--- src/rtl/core/clipped_box_blur_rgb_defines.svh ---
// Assertion macros shared by the box blur RTL.
`ifndef CLIPPED_BOX_BLUR_RGB_DEFINES_SVH
`define CLIPPED_BOX_BLUR_RGB_DEFINES_SVH

// Check that a condition implies another in the same cycle.
`define CBB_ASSERT_IMPL(name, clk_s, rst_s, ante, cons) \
    name: assert property (@(posedge clk_s) disable iff (!rst_s) (ante) |-> (cons)) \
        else $error("cbb assertion failed");

// Check that a condition implies another in the next cycle.
`define CBB_ASSERT_NEXT(name, clk_s, rst_s, ante, cons) \
    name: assert property (@(posedge clk_s) disable iff (!rst_s) (ante) |=> (cons)) \
        else $error("cbb assertion failed");

`endif

--- src/rtl/core/cbb_ram.sv ---
// Generic simple dual-port RAM with registered read.
`timescale 1ns / 1ps
module cbb_ram #(
    parameter int WIDTH = 8,
    parameter int DEPTH = 16
) (
    input  logic                     clk,
    input  logic                     we,
    input  logic [$clog2(DEPTH)-1:0] waddr,
    input  logic [WIDTH-1:0]         wdata,
    input  logic                     re,
    input  logic [$clog2(DEPTH)-1:0] raddr,
    output logic [WIDTH-1:0]         rdata
);

    logic [WIDTH-1:0] mem [DEPTH];
    logic [WIDTH-1:0] rdata_reg;

    // Write one entry, read one entry
    always_ff @(posedge clk)
    begin
        if (we)
        begin
            mem[waddr] <= wdata;
        end
        if (re)
        begin
            rdata_reg <= mem[raddr];
        end
    end

    assign rdata = rdata_reg;

endmodule

--- config.mk ---
export PLATFORM = sky130hd
export DESIGN_NAME = cbb_ram
export DESIGN_NICKNAME = d
export VERILOG_FILES = /design/src/rtl/core/clipped_box_blur_rgb_defines.svh /design/src/rtl/core/cbb_ram.sv
export SDC_FILE = /design/constraint.sdc
export NUM_CORES = 1
export LEC_CHECK = 0
export ABC_AREA = 1
export BUFFER_PORTS_ARGS = -buffer_cell sky130_fd_sc_hd__buf_2
export CAP_MARGIN = 20
export CORE_ASPECT_RATIO = 1.25
export CORE_MARGIN = 8
export CORE_UTILIZATION = 50
export CTS_CLUSTER_SIZE = 24
export DETAILED_ROUTE_END_ITERATION = 10
export GPL_TIMING_DRIVEN = 0
export PLACE_DENSITY = 0.67
export SETUP_SLACK_MARGIN = 0.5
export SLEW_MARGIN = 20
export SYNTH_ARGS = -nofsm -noshare
export SYNTH_HDL_FRONTEND = slang
export SYNTH_SLANG_ARGS = --single-unit
export TNS_END_PERCENT = 100
--- constraint.sdc ---
create_clock -name clk -period 1.85 [get_ports clk]
set_input_delay 0.0925 -clock clk [delete_from_list [all_inputs] [get_ports clk]]
set_output_delay 0.0925 -clock clk [all_outputs]
set_load 0.05 [all_outputs]
# --- After elaboration in Yosys (flattened, before gate mapping) ---
# Memories as Yosys holds them, arrays and structs flattened. A register that Yosys moved wholly into a read port is not among the register bits.
# Cells that the tools add are included.
op_classes:
  shift: 0
  multipliers: 0
  eq_ne: 0
  bitwise: 0
  muxes: 2
  add_sub_neg: 0
  div_mod_pow: 0
  reduce_logical: 0
  order_cmp: 0
op_table:
  columns: ["cell", "count"]
  rows:
  - ["$mux 1", 2]
word_totals:
  word_cells: 3
  input_bits: 19
  mem_bits_ro: 0
  latchBits: 0
  ff_bits: 0
  mem_bits_rw: 128
  output_inout_bits: 8
  n_memories: 1
mem_list:
  columns: ["memory", "words", "word_bits", "read_ports", "rd_ports_with_merged_regs", "write_ports", "line_no", "rtl"]
  rows:
  - ["mem", 16, 8, 1, 1, 1, "cbb_ram.sv:16", "logic [WIDTH-1:0] mem [DEPTH];"]

# --- Depth between registers and ports, before layout ---
logic_depth:
  depth_word: 2
  mapped_depth: 8
  mapped_depth_nobuf: 7

# --- Least setup slack after synthesis ---
# Ideal clock, no wire load.
synth_path:
  path_type: "input -> register"
  startpoint: "input waddr[2]"
  endpoint: "memory mem[10][0] (enable)"
  setup_slack_ns: 0.807
  arrival_ns: 0.673
  n_path_buf: 0
  required_ns: 1.480
  setup_ns: 0.370
  cell_stages: 2
  path_cell_list: "nand3b_1 nor2_1"
synth_lines:
  columns: ["element", "line_no", "rtl"]
  rows:
  - ["start, declared", "cbb_ram.sv:9", "input logic [$clog2(DEPTH)-1:0] waddr,"]
  - ["end, declared", "cbb_ram.sv:16", null]
# No word-level cell before the write port.

==> metrics.txt <==
# TYPE chip_impl_metric gauge
chip_impl_metric{name="post_cts_buffers",unit=""} 0
chip_impl_metric{name="sequentialPowerShare",unit="%"} 46.3
chip_impl_info{name="critical_path.cell_chain",value="nand2_1 -> nand2_1 -> nand2_1 -> nand3_1 -> nand3_1 -> nand2_1"} 1
chip_impl_metric{name="grt_max_degree",unit=""} 17
chip_impl_metric{name="avgRoutedWirePerCell",unit="um"} 18.5
chip_impl_info{name="critical_path_startpoint_category",value="flip-flop"} 1
chip_impl_metric{name="postSynthRegisterBits",unit=""} 136
chip_impl_metric{name="numPortBuffers",unit=""} 23
chip_impl_metric{name="worstPathMaxFanout",unit=""} 1
chip_impl_metric{name="final.hold.worst_slack",unit="ns"} 0.0248
chip_impl_metric{name="cts-hold-fix-buffers",unit=""} 0
chip_impl_metric{name="layout-area-overhead-vs-synth",unit="%"} 15.5
chip_impl_metric{name="maxSlewHeadroom",unit="%"} 36.2
chip_impl_metric{name="layout-drive-gt1-share",unit="%"} 11.7
chip_impl_metric{name="route.detailed.vias_per_inst",unit=""} 5.24
chip_impl_metric{name="power_frac_clock",unit="%"} 47.1
chip_impl_metric{name="crit_required",unit="ns"} 2.00
chip_impl_metric{name="postRouteWirelength",unit="mm"} 13.8
chip_impl_metric{name="internal_power",unit="W"} 0.00596
chip_impl_metric{name="die_h",unit="um"} 137
chip_impl_metric{name="htree_num_levels",unit=""} 4
chip_impl_metric{name="cts_sink_count",unit=""} 136
chip_impl_metric{name="max_cap_viol_count",unit=""} 0
chip_impl_metric{name="post_synth_fa_ha_maj_area_fraction",unit="%"} 0
chip_impl_metric{name="postSynthAreaPerCell",unit="um^2"} 10.6
chip_impl_metric{name="total_die_area",unit="um^2"} 15400
chip_impl_metric{name="clock-skew-final",unit="ns"} 0.00443
chip_impl_metric{name="total_negative_setup_slack",unit="ns"} 0
chip_impl_metric{name="max_freq",unit="MHz"} 818
chip_impl_info{name="path_delay_family",value="simple AND/OR/NAND/NOR gates"} 1
chip_impl_metric{name="detailedPlacementHpwl",unit="mm"} 9.15
chip_impl_metric{name="max_slew.worst_pin.slew",unit="ns"} 0.953
chip_impl_metric{name="clkSlewWorstSetupHoldPaths",unit="ns"} 0.06
chip_impl_metric{name="power.switching",unit="W"} 0.00157
chip_impl_metric{name="synth_cell_types",unit=""} 11
chip_impl_metric{name="final-setup-viol-count",unit=""} 0
chip_impl_metric{name="layout.nets",unit=""} 612
chip_impl_info{name="dominant_combinational_cell_family_by_area_after_synthesis",value="simple AND/OR/NAND/NOR gates"} 1
chip_impl_metric{name="synth_simple_gate_area_share",unit="%"} 20.8
chip_impl_info{name="worst_hold_path_type",value="in -> reg"} 1
chip_impl_metric{name="fillerInstances",unit=""} 953
chip_impl_metric{name="synth.cell_area",unit="um^2"} 5850
chip_impl_metric{name="diodes",unit=""} 0
chip_impl_metric{name="design.core.area",unit="um^2"} 11500
chip_impl_metric{name="floorplan.rows",unit=""} 44
chip_impl_metric{name="clock_path_buffers",unit=""} 2
chip_impl_metric{name="global_route.usage.total",unit="%"} 19.0
chip_impl_metric{name="postSynthNetCount",unit=""} 570
chip_impl_metric{name="sequential_cell_area",unit="um^2"} 4080
chip_impl_metric{name="vias_in_the_first_global_route",unit=""} 3928
chip_impl_metric{name="combPwrFrac",unit="%"} 6.6
chip_impl_info{name="crit_slowest_cell",value="edfxtp_1"} 1
chip_impl_metric{name="die_w",unit="um"} 113
chip_impl_metric{name="count_of_unresolved_drc_violations_after_routing",unit=""} 0
chip_impl_metric{name="starting_drt_drc_count",unit=""} 321
chip_impl_metric{name="detailed_place.area",unit="um^2"} 6130
chip_impl_metric{name="critical_path_buf_inv_count",unit=""} 0
chip_impl_metric{name="drv_slew",unit=""} 0
chip_impl_metric{name="final_antenna_net_count",unit=""} 0
chip_impl_metric{name="netlist_instances",unit=""} 551
chip_impl_metric{name="finalInstanceArea",unit="um^2"} 6750
chip_impl_info{name="clock-root-buffer",value="clkbuf_16"} 1
chip_impl_metric{name="cellPowerDensity",unit="nW/um^2"} 1120
chip_impl_metric{name="detailedRoute.firstPassIterationCount",unit=""} 5
chip_impl_info{name="endpoint_kind_of_the_worst_setup_timing_path",value="flip-flop"} 1
chip_impl_metric{name="floorplan.io_pins",unit=""} 27
chip_impl_metric{name="vdd_drop_max",unit="V"} 0.000608
chip_impl_metric{name="gp_routability_congestion",unit=""} 0.908
chip_impl_metric{name="largest_reg_flops",unit=""} 128
chip_impl_metric{name="grt_first_pass_wirelength",unit="mm"} 21.4
chip_impl_metric{name="antenna_violations_before_repair",unit=""} 0
chip_impl_metric{name="synth.area.mux_share",unit="%"} 0
chip_impl_metric{name="start_util",unit="%"} 50.8
chip_impl_metric{name="final.period_utilization",unit="%"} 66.1
chip_impl_metric{name="crit_path_max_incr_delay",unit="ns"} 0.37
chip_impl_metric{name="synthesis.yosys.warnings",unit=""} 0
chip_impl_info{name="path_class",value="reg -> reg"} 1
chip_impl_metric{name="cts_resized",unit=""} 0
chip_impl_metric{name="cellLeakagePower",unit="nW"} 2.92
chip_impl_metric{name="final_hold_viol_count",unit=""} 0
chip_impl_metric{name="seq_area_frac_synth",unit="%"} 69.8
chip_impl_metric{name="switching_share",unit="%"} 20.8
chip_impl_info{name="unrepaired_setup_endpoints_after_global_routing",value="false"} 1
chip_impl_metric{name="tritoncts.num_buffers",unit=""} 17
chip_impl_metric{name="multiInputGateArea",unit="um^2"} 1210
chip_impl_metric{name="globalRouteOverflowTotal",unit=""} 0
chip_impl_metric{name="clock_insertion_delay_worst_skew",unit="ns"} 0.41
chip_impl_info{name="tritoncts",value="yes"} 1
chip_impl_metric{name="worstPathArrival",unit="ns"} 1.37
chip_impl_metric{name="post_synth_xor_area_fraction",unit="%"} 0
chip_impl_info{name="status",value="finished, final reports clean"} 1
chip_impl_metric{name="finalWorstPathRequiredPeriod",unit="ns"} 1.22
chip_impl_metric{name="dr_total_vias",unit=""} 3899
chip_impl_info{name="cpMostUsedCell",value="nand2_1"} 1
chip_impl_metric{name="synth_compound_gate_area_share",unit="%"} 0
[final timing paths]
kind | from | endpoint | slack [ns] | cells past startpoint
worst min-delay path | re | rdata[5]$_DFFE_PP_ | 0.02 | 1
worst min register to register | mem[10][6]$_DFFE_PP_ | rdata[6]$_DFFE_PP_ | 0.77 | 6
worst max-delay path | mem[2][1]$_DFFE_PP_ | rdata[1]$_DFFE_PP_ | 0.63 | 6
worst max register to register | mem[2][1]$_DFFE_PP_ | rdata[1]$_DFFE_PP_ | 0.63 | 6
[through the flow]
| step | cells | power (W) | worst slack, ns | util, % |
|---|---|---|---|---|
| after floorplan | 551 | 0.00385 | 0.807 | - |
| after global placement | 712 | 0.00403 | 0.271 | 53.3 |
| after detailed placement | 712 | 0.00404 | 0.285 | 53.3 |
| after CTS | 744 | 0.00756 | 0.663 | 58.7 |
| after global routing | 744 | 0.00772 | 0.586 | 58.7 |
| final | 744 | 0.00753 | 0.628 | 58.7 |
[power groups by stage]
| stage | clock [W] | sequential [W] | combinational [W] |
|---|---|---|---|
| 6_report | 0.00355 | 0.00349 | 0.000494 |
| 5_1_grt | 0.00369 | 0.00349 | 0.000539 |
| 4_1_cts | 0.00358 | 0.00349 | 0.000492 |
| 3_5_place_dp | 0 | 0.00355 | 0.000487 |
| 3_3_place_gp | 0 | 0.00355 | 0.000477 |
| 2_1_floorplan | 0 | 0.00360 | 0.000243 |
[final cells by class]
cell class,instances,share of cell area (%)
clock inverters,12,2.67
clock buffers,20,6.47
multi-input cells,289,18.0
repair buffers,23,1.70
flip-flops and latches,136,60.5
inverters,102,5.67
well taps,138,2.56
plain buffers,24,2.46
[cells in the final DEF, fill, tap and decap left out]
| cell | Yosys | routed |
|---|---|---|
| bufinv_16 | 0 | 5 |
| clkinvlp_4 | 0 | 1 |
| clkbuf_16 | 0 | 17 |
| buf_4 | 4 | 4 |
| nor2_1 | 17 | 17 |
| buf_2 | 13 | 36 |
| edfxtp_1 | 136 | 136 |
| nand3_1 | 97 | 97 |
| buf_1 | 1 | 1 |
| nand2_1 | 173 | 173 |
| clkinv_1 | 0 | 6 |
| buf_6 | 6 | 6 |
| nand3b_1 | 2 | 2 |
| inv_1 | 100 | 100 |
| clkbuf_1 | 0 | 3 |
| inv_2 | 2 | 2 |
[metal layers]
layer	GRT usage [%]	vias to the layer above	share of wire (%)	routed length [um]
li1	-	1866	-	-
met1	22.1	1848	41	5620
met2	32.8	166	50	6900
met3	4.68	19	7.4	1020
met4	8.19	0	1.8	254
met5	0	-	0	0
[synth_stat cells (all sizes together)]
cell type / n / share of area, %
nor2: 17 / 1.1
nand3: 97 / 8.3
inv: 102 / 6.5
nand3b: 2 / 0.26
nand2: 173 / 11
edfxtp: 136 / 70
buf: 24 / 2.8
[cells by family (layout without fill, tap and decap cells)]
group | after synthesis | count (layout)
buffers and inverters | 126 | 181
AND/OR/NAND/NOR | 289 | 289
flip-flops | 136 | 136
(Power assumes the default switching activity.)
