## src/rtl/core/clipped_box_blur_rgb_defines.svh

```systemverilog
// Assertion macros shared by the box blur RTL.
`ifndef CLIPPED_BOX_BLUR_RGB_DEFINES_SVH
`define CLIPPED_BOX_BLUR_RGB_DEFINES_SVH

// Check that a condition implies another in the same cycle.
`define CBB_ASSERT_IMPL(name, clk_s, rst_s, ante, cons) \
    name: assert property (@(posedge clk_s) disable iff (!rst_s) (ante) |-> (cons)) \
        else $error("cbb assertion failed");

// Check that a condition implies another in the next cycle.
`define CBB_ASSERT_NEXT(name, clk_s, rst_s, ante, cons) \
    name: assert property (@(posedge clk_s) disable iff (!rst_s) (ante) |=> (cons)) \
        else $error("cbb assertion failed");

`endif

```

## src/rtl/core/cbb_pkg.sv

```systemverilog
// Shared types and constants of the clipped box blur.
`timescale 1ns / 1ps
package cbb_pkg;

    localparam int CHANNEL_BITS = 16;
    localparam int RADIUS_W     = 4;
    localparam int WIDTH_W      = 12;
    localparam int HEIGHT_W     = 13;
    localparam int CFG_INDEX_W  = 2;
    localparam int CFG_DATA_W   = 16;

    // Register indexes of the configuration port
    localparam logic [CFG_INDEX_W-1:0] REG_RADIUS = CFG_INDEX_W'(0);
    localparam logic [CFG_INDEX_W-1:0] REG_WIDTH  = CFG_INDEX_W'(1);
    localparam logic [CFG_INDEX_W-1:0] REG_HEIGHT = CFG_INDEX_W'(2);

    // Register values after reset
    localparam logic [RADIUS_W-1:0] RADIUS_RESET = RADIUS_W'(2);
    localparam logic [WIDTH_W-1:0]  WIDTH_RESET  = WIDTH_W'(640);
    localparam logic [HEIGHT_W-1:0] HEIGHT_RESET = HEIGHT_W'(480);

    typedef struct packed {
        logic                    flush;
        logic [CHANNEL_BITS-1:0] in_red;
        logic [CHANNEL_BITS-1:0] in_green;
        logic [CHANNEL_BITS-1:0] in_blue;
    } pix_in_t;

    typedef struct packed {
        logic [CHANNEL_BITS-1:0] out_red;
        logic [CHANNEL_BITS-1:0] out_green;
        logic [CHANNEL_BITS-1:0] out_blue;
        logic                    row_end;
        logic                    frame_end;
    } pix_out_t;

endpackage

```

## src/rtl/core/cbb_div.sv

```systemverilog
// Three-lane restoring divider sharing one divisor, one quotient bit per cycle.
`timescale 1ns / 1ps
module cbb_div #(
    parameter int DIVIDEND_W = 26,
    parameter int DIVISOR_W  = 9
) (
    input  logic                                     clk,
    input  logic                                     rst_n,
    input  logic                                     start,
    input  logic [2:0][DIVIDEND_W-1:0]               dividend,
    input  logic [DIVISOR_W-1:0]                     divisor,
    output logic                                     done,
    output logic [2:0][cbb_pkg::CHANNEL_BITS-1:0]    quotient
);

    localparam int CNT_W = $clog2(DIVIDEND_W + 1);

    logic                           busy_reg;
    logic                           done_reg;
    logic [CNT_W-1:0]               cnt_reg;
    logic [DIVISOR_W-1:0]           dsr_reg;
    logic [2:0][DIVISOR_W-1:0]      rem_reg;
    logic [2:0][DIVIDEND_W-1:0]     quo_reg;
    logic [2:0][DIVISOR_W-1:0]      rem_next;
    logic [2:0][DIVIDEND_W-1:0]     quo_next;

    // Shift in one dividend bit, subtract where it fits
    always_comb
    begin
        logic [DIVISOR_W:0] trial;
        logic               fits;
        for (int ch = 0; ch < 3; ch++)
        begin
            trial = {rem_reg[ch], quo_reg[ch][DIVIDEND_W-1]};
            fits  = trial >= {1'b0, dsr_reg};
            rem_next[ch] = fits ? DIVISOR_W'(trial - {1'b0, dsr_reg})
                                : DIVISOR_W'(trial);
            quo_next[ch] = {quo_reg[ch][DIVIDEND_W-2:0], fits};
        end
    end

    // Step the lanes while busy
    always_ff @(posedge clk or negedge rst_n)
    begin
        if (!rst_n)
        begin
            busy_reg <= 1'b0;
            done_reg <= 1'b0;
            cnt_reg  <= '0;
        end
        else
        begin
            done_reg <= 1'b0;
            if (start)
            begin
                busy_reg <= 1'b1;
                cnt_reg  <= CNT_W'(DIVIDEND_W);
            end
            else if (busy_reg)
            begin
                cnt_reg <= cnt_reg - CNT_W'(1);
                if (cnt_reg == CNT_W'(1))
                begin
                    busy_reg <= 1'b0;
                    done_reg <= 1'b1;
                end
            end
        end
    end

    // Hold operands and partial results
    always_ff @(posedge clk)
    begin
        if (start)
        begin
            dsr_reg <= divisor;
            rem_reg <= '0;
            quo_reg <= dividend;
        end
        else if (busy_reg)
        begin
            rem_reg <= rem_next;
            quo_reg <= quo_next;
        end
    end

    assign done = done_reg;

    always_comb
    begin
        for (int ch = 0; ch < 3; ch++)
        begin
            quotient[ch] = quo_reg[ch][cbb_pkg::CHANNEL_BITS-1:0];
        end
    end

endmodule

```

## config.mk

```make
export PLATFORM = sky130hd
export DESIGN_NAME = cbb_div
export DESIGN_NICKNAME = d
export VERILOG_FILES = /design/src/rtl/core/clipped_box_blur_rgb_defines.svh /design/src/rtl/core/cbb_pkg.sv /design/src/rtl/core/cbb_div.sv
export SDC_FILE = /design/constraint.sdc
export NUM_CORES = 1
export LEC_CHECK = 0
export CORE_ASPECT_RATIO = 1.5
export CORE_MARGIN = 10
export CORE_UTILIZATION = 61
export DETAILED_ROUTE_END_ITERATION = 10
export DONT_BUFFER_PORTS = 1
export GPL_TIMING_DRIVEN = 0
export PLACE_DENSITY = 0.77
export SYNTH_ARGS = -nofsm -noshare
export SYNTH_HDL_FRONTEND = slang
export SYNTH_SLANG_ARGS = --single-unit
```

## constraint.sdc

```tcl
create_clock -name clk -period 4.35 [get_ports clk]
set_clock_uncertainty 0.2 [all_clocks]
set_input_delay 0.6525 -clock clk [delete_from_list [all_inputs] [get_ports clk]]
set_output_delay 0.6525 -clock clk [all_outputs]
set_load 0.02 [all_outputs]
```

# Yosys cells after proc, flatten, opt, wreduce, memory -nomap -nowiden
# Cells that the tools add are included.
[totals]
word_cells = 32
reg_bits = 121
out_inout_bits = 49
input_bits = 90
[op_classes]
magnitude_cmp = 3
eq_ne = 1
n_reduce_logical = 1
n_mux = 13
add_sub_neg = 4
[ops]
columns = ["operator", "n"]
rows = [
  ["$mux 78", 2],
  ["$ge 10x9->1", 3],
  ["$mux 9", 3],
  ["$sub 9x9->9", 3],
  ["$mux 5", 2],
  ["$mux 1", 6],
  ["$eq 5x1->1 const B", 1],
  ["$sub 5x1->5 const B", 1],
  ["$reduce_bool 2->1", 1],
]

# Depth between registers and ports, before layout
[logic_depth]
ltp_word = 4
mapped_depth = 10
ltp_nobuf = 9

# Worst setup path after synthesis
# Ideal clock, no wire load.
[synth_path]
path_kind = "input to register"
startpoint = "input start"
endpoint = "register quo_reg (netlist bit quo_next[17]), enable pin"
setup_ns = 0.432
n_path_buf = 2
path_slack_ns = 0.965
required_ns = 3.718
t_arrival_ns = 2.753
path_stages = 4
path_cell_list = "clkbuf_1 > nor2_1 > clkbuf_1 > inv_1"
[synth_via]
elab_chain_len = 1
[synth_lines]
columns = ["item", "line", "source"]
rows = [
  ["start, declared", "cbb_div.sv:9", "input logic start,"],
  ["$reduce_bool 2->1 (no source line)", "-", ""],
  ["end signal, assigned", "cbb_div.sv:78", "quo_reg <= dividend;"],
  ["end signal, assigned", "cbb_div.sv:83", "quo_reg <= quo_next;"],
  ["end, declared", "cbb_div.sv:23", "logic [2:0][DIVIDEND_W-1:0] quo_reg;"],
]
# No other way between the ends.
# A chain may end at the register's enable or synchronous reset.

# Final worst setup path
[layout_path]
startpoint = "register dsr_reg[0]"
endpoint = "register rem_reg[22] (netlist bit)"
[layout_via]
elab_chain_len = 2
word_cells_on_any_way = 3
classes_between = "add/sub (1); order compare (1); mux (1)"
[layout_lines]
columns = ["item", "line", "source"]
rows = [
  ["start, declared", "cbb_div.sv:21", "logic [DIVISOR_W-1:0] dsr_reg;"],
  ["start signal, assigned", "cbb_div.sv:76", "dsr_reg <= divisor;"],
  ["$sub 9x9->9 / $ge 10x9->1 (equally long branches)", "cbb_div.sv:36, cbb_div.sv:35", ""],
  ["$mux 9 (*)", "cbb_div.sv:36", "rem_next[ch] = fits ? DIVISOR_W'(trial - {1'b0, dsr_reg})"],
  ["end signal, assigned", "cbb_div.sv:82", "rem_reg <= rem_next;"],
  ["end, declared", "cbb_div.sv:22", "logic [2:0][DIVISOR_W-1:0] rem_reg;"],
]
# Every way passes the cells marked *; elsewhere a longest branch is shown, timed or not.

==> results.py <==
metrics = {
    "clock_network": {
        "worstSkewPairLatency_ps": 420,
        "clockBufferDepth": 2,
        "cts_tree": "built",
        "clk_pin_slew_ps": 60,
        "cts_made_buffers": 17,
        "cts_htree_levels": 4,
        "cts_sinks": 121,
        "cts-root-buf": "clkbuf_16",
    },
    "pwr": {
        "p_leak_nw": 3.05,
        "ir_worst_vdd_v": 0.000334,
        "powerDensity_mw_per_mm2": 607,
    },
    "yosys": {
        "synth_flop_cell": "edfxtp_1",
        "syn_nets": 674,
        "synth_edf_count": 87,
        "synth_top_area_cell": "edfxtp_1",
        "netlist_area_mm2": 0.00670,
        "syn_area_per_cell_um2": 12.1,
        "yosysSeqAreaShare_pct": 49.7,
        "synth-seq-cells": 121,
        "synth_top_area_share_pct": 39.0,
        "synth_cell_type_count": 57,
        "async_flop_share_pct": 5.79,
        "synthTopCellsByArea": "edfxtp_1 (39%), mux2_2 (13%), dfxtp_1 (8.1%)",
        "yosys_warnings": 0,
        "netlist_instances": 552,
    },
    "floorplanning": {
        "rows": 46,
        "initial_core_util_pct": 62.9,
        "coreArea_mm2": 0.0106,
        "die_w_um": 106,
        "io_pins": 139,
        "dieHeight_um": 148,
        "die_area_mm2": 0.0157,
    },
    "placement": {
        "placed_area_mm2": 0.00688,
        "pre_cts_slack_ps": 1230,
        "dpl.hpwl_um": 11200,
        "io_buffers": 0,
        "gp_congestion": 0.868,
    },
    "setup_path": {
        "cp_num_buf_inv": 2,
        "worstSetupPathType": "reg -> reg",
        "crit_chain": "ha_1 > inv_1 > fa_1 > a211oi_2 > o211ai_2 > a21oi_2 > buf_6 > mux2i_1 > a211oi_1",
        "critPathSlowestCell": "edfxtp_1",
        "crit_family": "compound AO/OA/AOI/OAI gates",
        "worstReg2RegStart": "dsr_reg[0]",
        "cp.required_ps": 4430,
        "cp.arrival_ps": 2940,
        "critPathMaxFanout": 10,
        "cp-end-kind": "flop",
        "r2r-end": "rem_reg[22]",
        "max_stage_delay_ps": 480,
        "r2r_setup_slack_ps": 1490,
        "start_kind": "flop",
        "reg2reg_depth": 9,
    },
    "sta": {
        "setup_violations": 0,
        "rsz0062_at_grt": "false",
        "relSlewSlack_pct": 38.5,
        "drv_slew": 0,
        "max_freq_ghz": 0.349,
        "fin_crit_sh_pct": 65.8,
        "worst_pin_slew_ps": 923,
        "hold_viol_final": 0,
        "setup_ws_ps": 1490,
        "holdWs_ps": 133,
        "min_period_ps": 2860,
    },
    "flow_run": {
        "maxCapViolCount": 0,
    },
    "route": {
        "routed_via_density": 5.84,
        "wirelength_um": 14900,
        "drtIter0Drc": 162,
        "vias": 4260,
        "drt-pass1-iter-count": 5,
        "final_antenna_net_count": 0,
        "drc_errors": 0,
        "wire_per_inst_um": 20.4,
    },
    "hold_path": {
        "hold_path_end": "dsr_reg[7]",
        "hp-class": "in -> reg",
        "worstHoldStart": "divisor[7]",
        "hold_path_depth": 0,
    },
    "final_layout": {
        "fin_nets": 694,
        "area_growth_pct": 11.6,
        "fin_area_mm2": 0.00747,
        "largest_reg_flops": 48,
        "drive_above_1_share_pct": 30.3,
    },
    "grt": {
        "grt_usage_pct": 19.1,
        "grt_antenna_before_repair": 2,
        "grt_max_degree": 79,
        "grt_pass1_vias": 4427,
        "grt_pass1_wl_um": 23300,
        "grt.overflow.total": 0,
    },
    "status": {
        "outcome": "finished, final reports clean",
    },
}
## power breakdown
group	leakage [nW]	switching (mW)	internal, mW	total (mW)
Clock	0.282	0.561	0.808	1.37
Combinational	1.55	0.832	0.722	1.55
Sequential	1.22	0.144	1.47	1.61
## layer usage
layer | global-route usage [%] | share of wire (%) | routed length [um] | up-vias
met1 | 19.4 | 37 | 5470 | 2061
met3 | 7.92 | 7.4 | 1100 | 29
met5 | 0 | 0.060 | 9 | -
met2 | 33.3 | 53 | 7880 | 126
li1 | - | - | - | 2042
met4 | 9.04 | 2.8 | 423 | 2
## cells in the mapped netlist (3+ instances only)
cell type  count
mux2_2        79
a211oi_1      11
dfxtp_1       27
a211oi_2       3
nor4_1         6
a32oi_1        7
buf_4         51
dfrtp_1        7
nand2b_1      10
nand3_1       11
nand3b_1       5
xor2_1         8
nand2_1       19
ha_1          29
a21o_1         3
o21ai_0       15
nor3_1         4
edfxtp_1      87
fa_1           3
nor2_1        26
clkbuf_1      11
buf_1          4
mux2i_1       19
a31oi_1        3
inv_1         26
a21oi_1       23
o31ai_1        6
xnor2_1       10
## how the worst max path moves through the flow
stage / startpoint / to / slack [ps] / cells past startpoint
final: dsr_reg[0] / rem_reg[22] / 1490 / 9
after global routing: dsr_reg[0] / rem_reg[22] / 1330 / 9
after CTS: dsr_reg[0] / rem_reg[22] / 1490 / 9
after detailed placement: start / quo_next[69] / 1230 / 4
after global placement: start / quo_next[71] / -60 / 4
after floorplan: start / quo_next[17] / 970 / 4
## logic make-up (layout without fill, tap and decap cells)
logic type      after synthesis  after routing  synth area share, %
flops                       121            121                 49.7
xor+xnor                     18             18                 2.35
fa+ha+maj                    32             32                 6.31
simple gates                 98             98                 7.71
compound gates               89             89                 9.32
other cells                   0              1                    0
buf+inv                      96            129                 8.50
mux                          98             98                 16.1
## metrics by stage
step | util [%] | setup TNS [ps] | power [mW] | cells
4_1_cts | 70.2 | 0 | 4.54 | 729
6_report | 70.2 | 0 | 4.53 | 730
3_5_place_dp | 64.6 | 0 | 3.15 | 696
5_1_grt | 70.2 | 0 | 4.77 | 730
2_1_floorplan | - | 0 | 2.87 | 552
3_3_place_gp | 64.6 | -4710 | 3.10 | 696
## what timing repair did
action                                 CTS  global route
hold buffers                             1             0
endpoints found under the hold margin    7             0
buffers inserted                         0             0
resized for setup                        0             0
## layout make-up
cell class                      count  area, um^2
Multi-Input combinational cell    335        2800
Tap cell                          144         180
Clock buffer                       17         425
Buffer                             70         472
Fill cell                         766        3170
Sequential cell                   121        3330
Clock inverter                     15         154
Timing Repair Buffer                1        10.0
Inverter                           26         100
Antenna cell                        1        2.50
## worst reg2reg max path, cell delays in order (launching register included)
cell and delay, ps:
edfxtp_1 480, ha_1 220, inv_1 60, fa_1 430, a211oi_2 340, o211ai_2 140, a21oi_2 370, buf_6 210
mux2i_1 190, a211oi_1 80
## cell usage in the layout (no fill, tap or decap), types with 15 or more instances in the layout
master | Yosys | layout
o21ai_0 | 15 | 15
nor2_1 | 26 | 26
edfxtp_1 | 87 | 87
dfxtp_1 | 27 | 27
a21oi_1 | 23 | 23
clkbuf_16 | 0 | 17
mux2_2 | 79 | 79
mux2i_1 | 19 | 19
buf_4 | 51 | 51
nand2_1 | 19 | 19
ha_1 | 29 | 29
inv_1 | 26 | 25
Power figures use the tool's default switching activity.
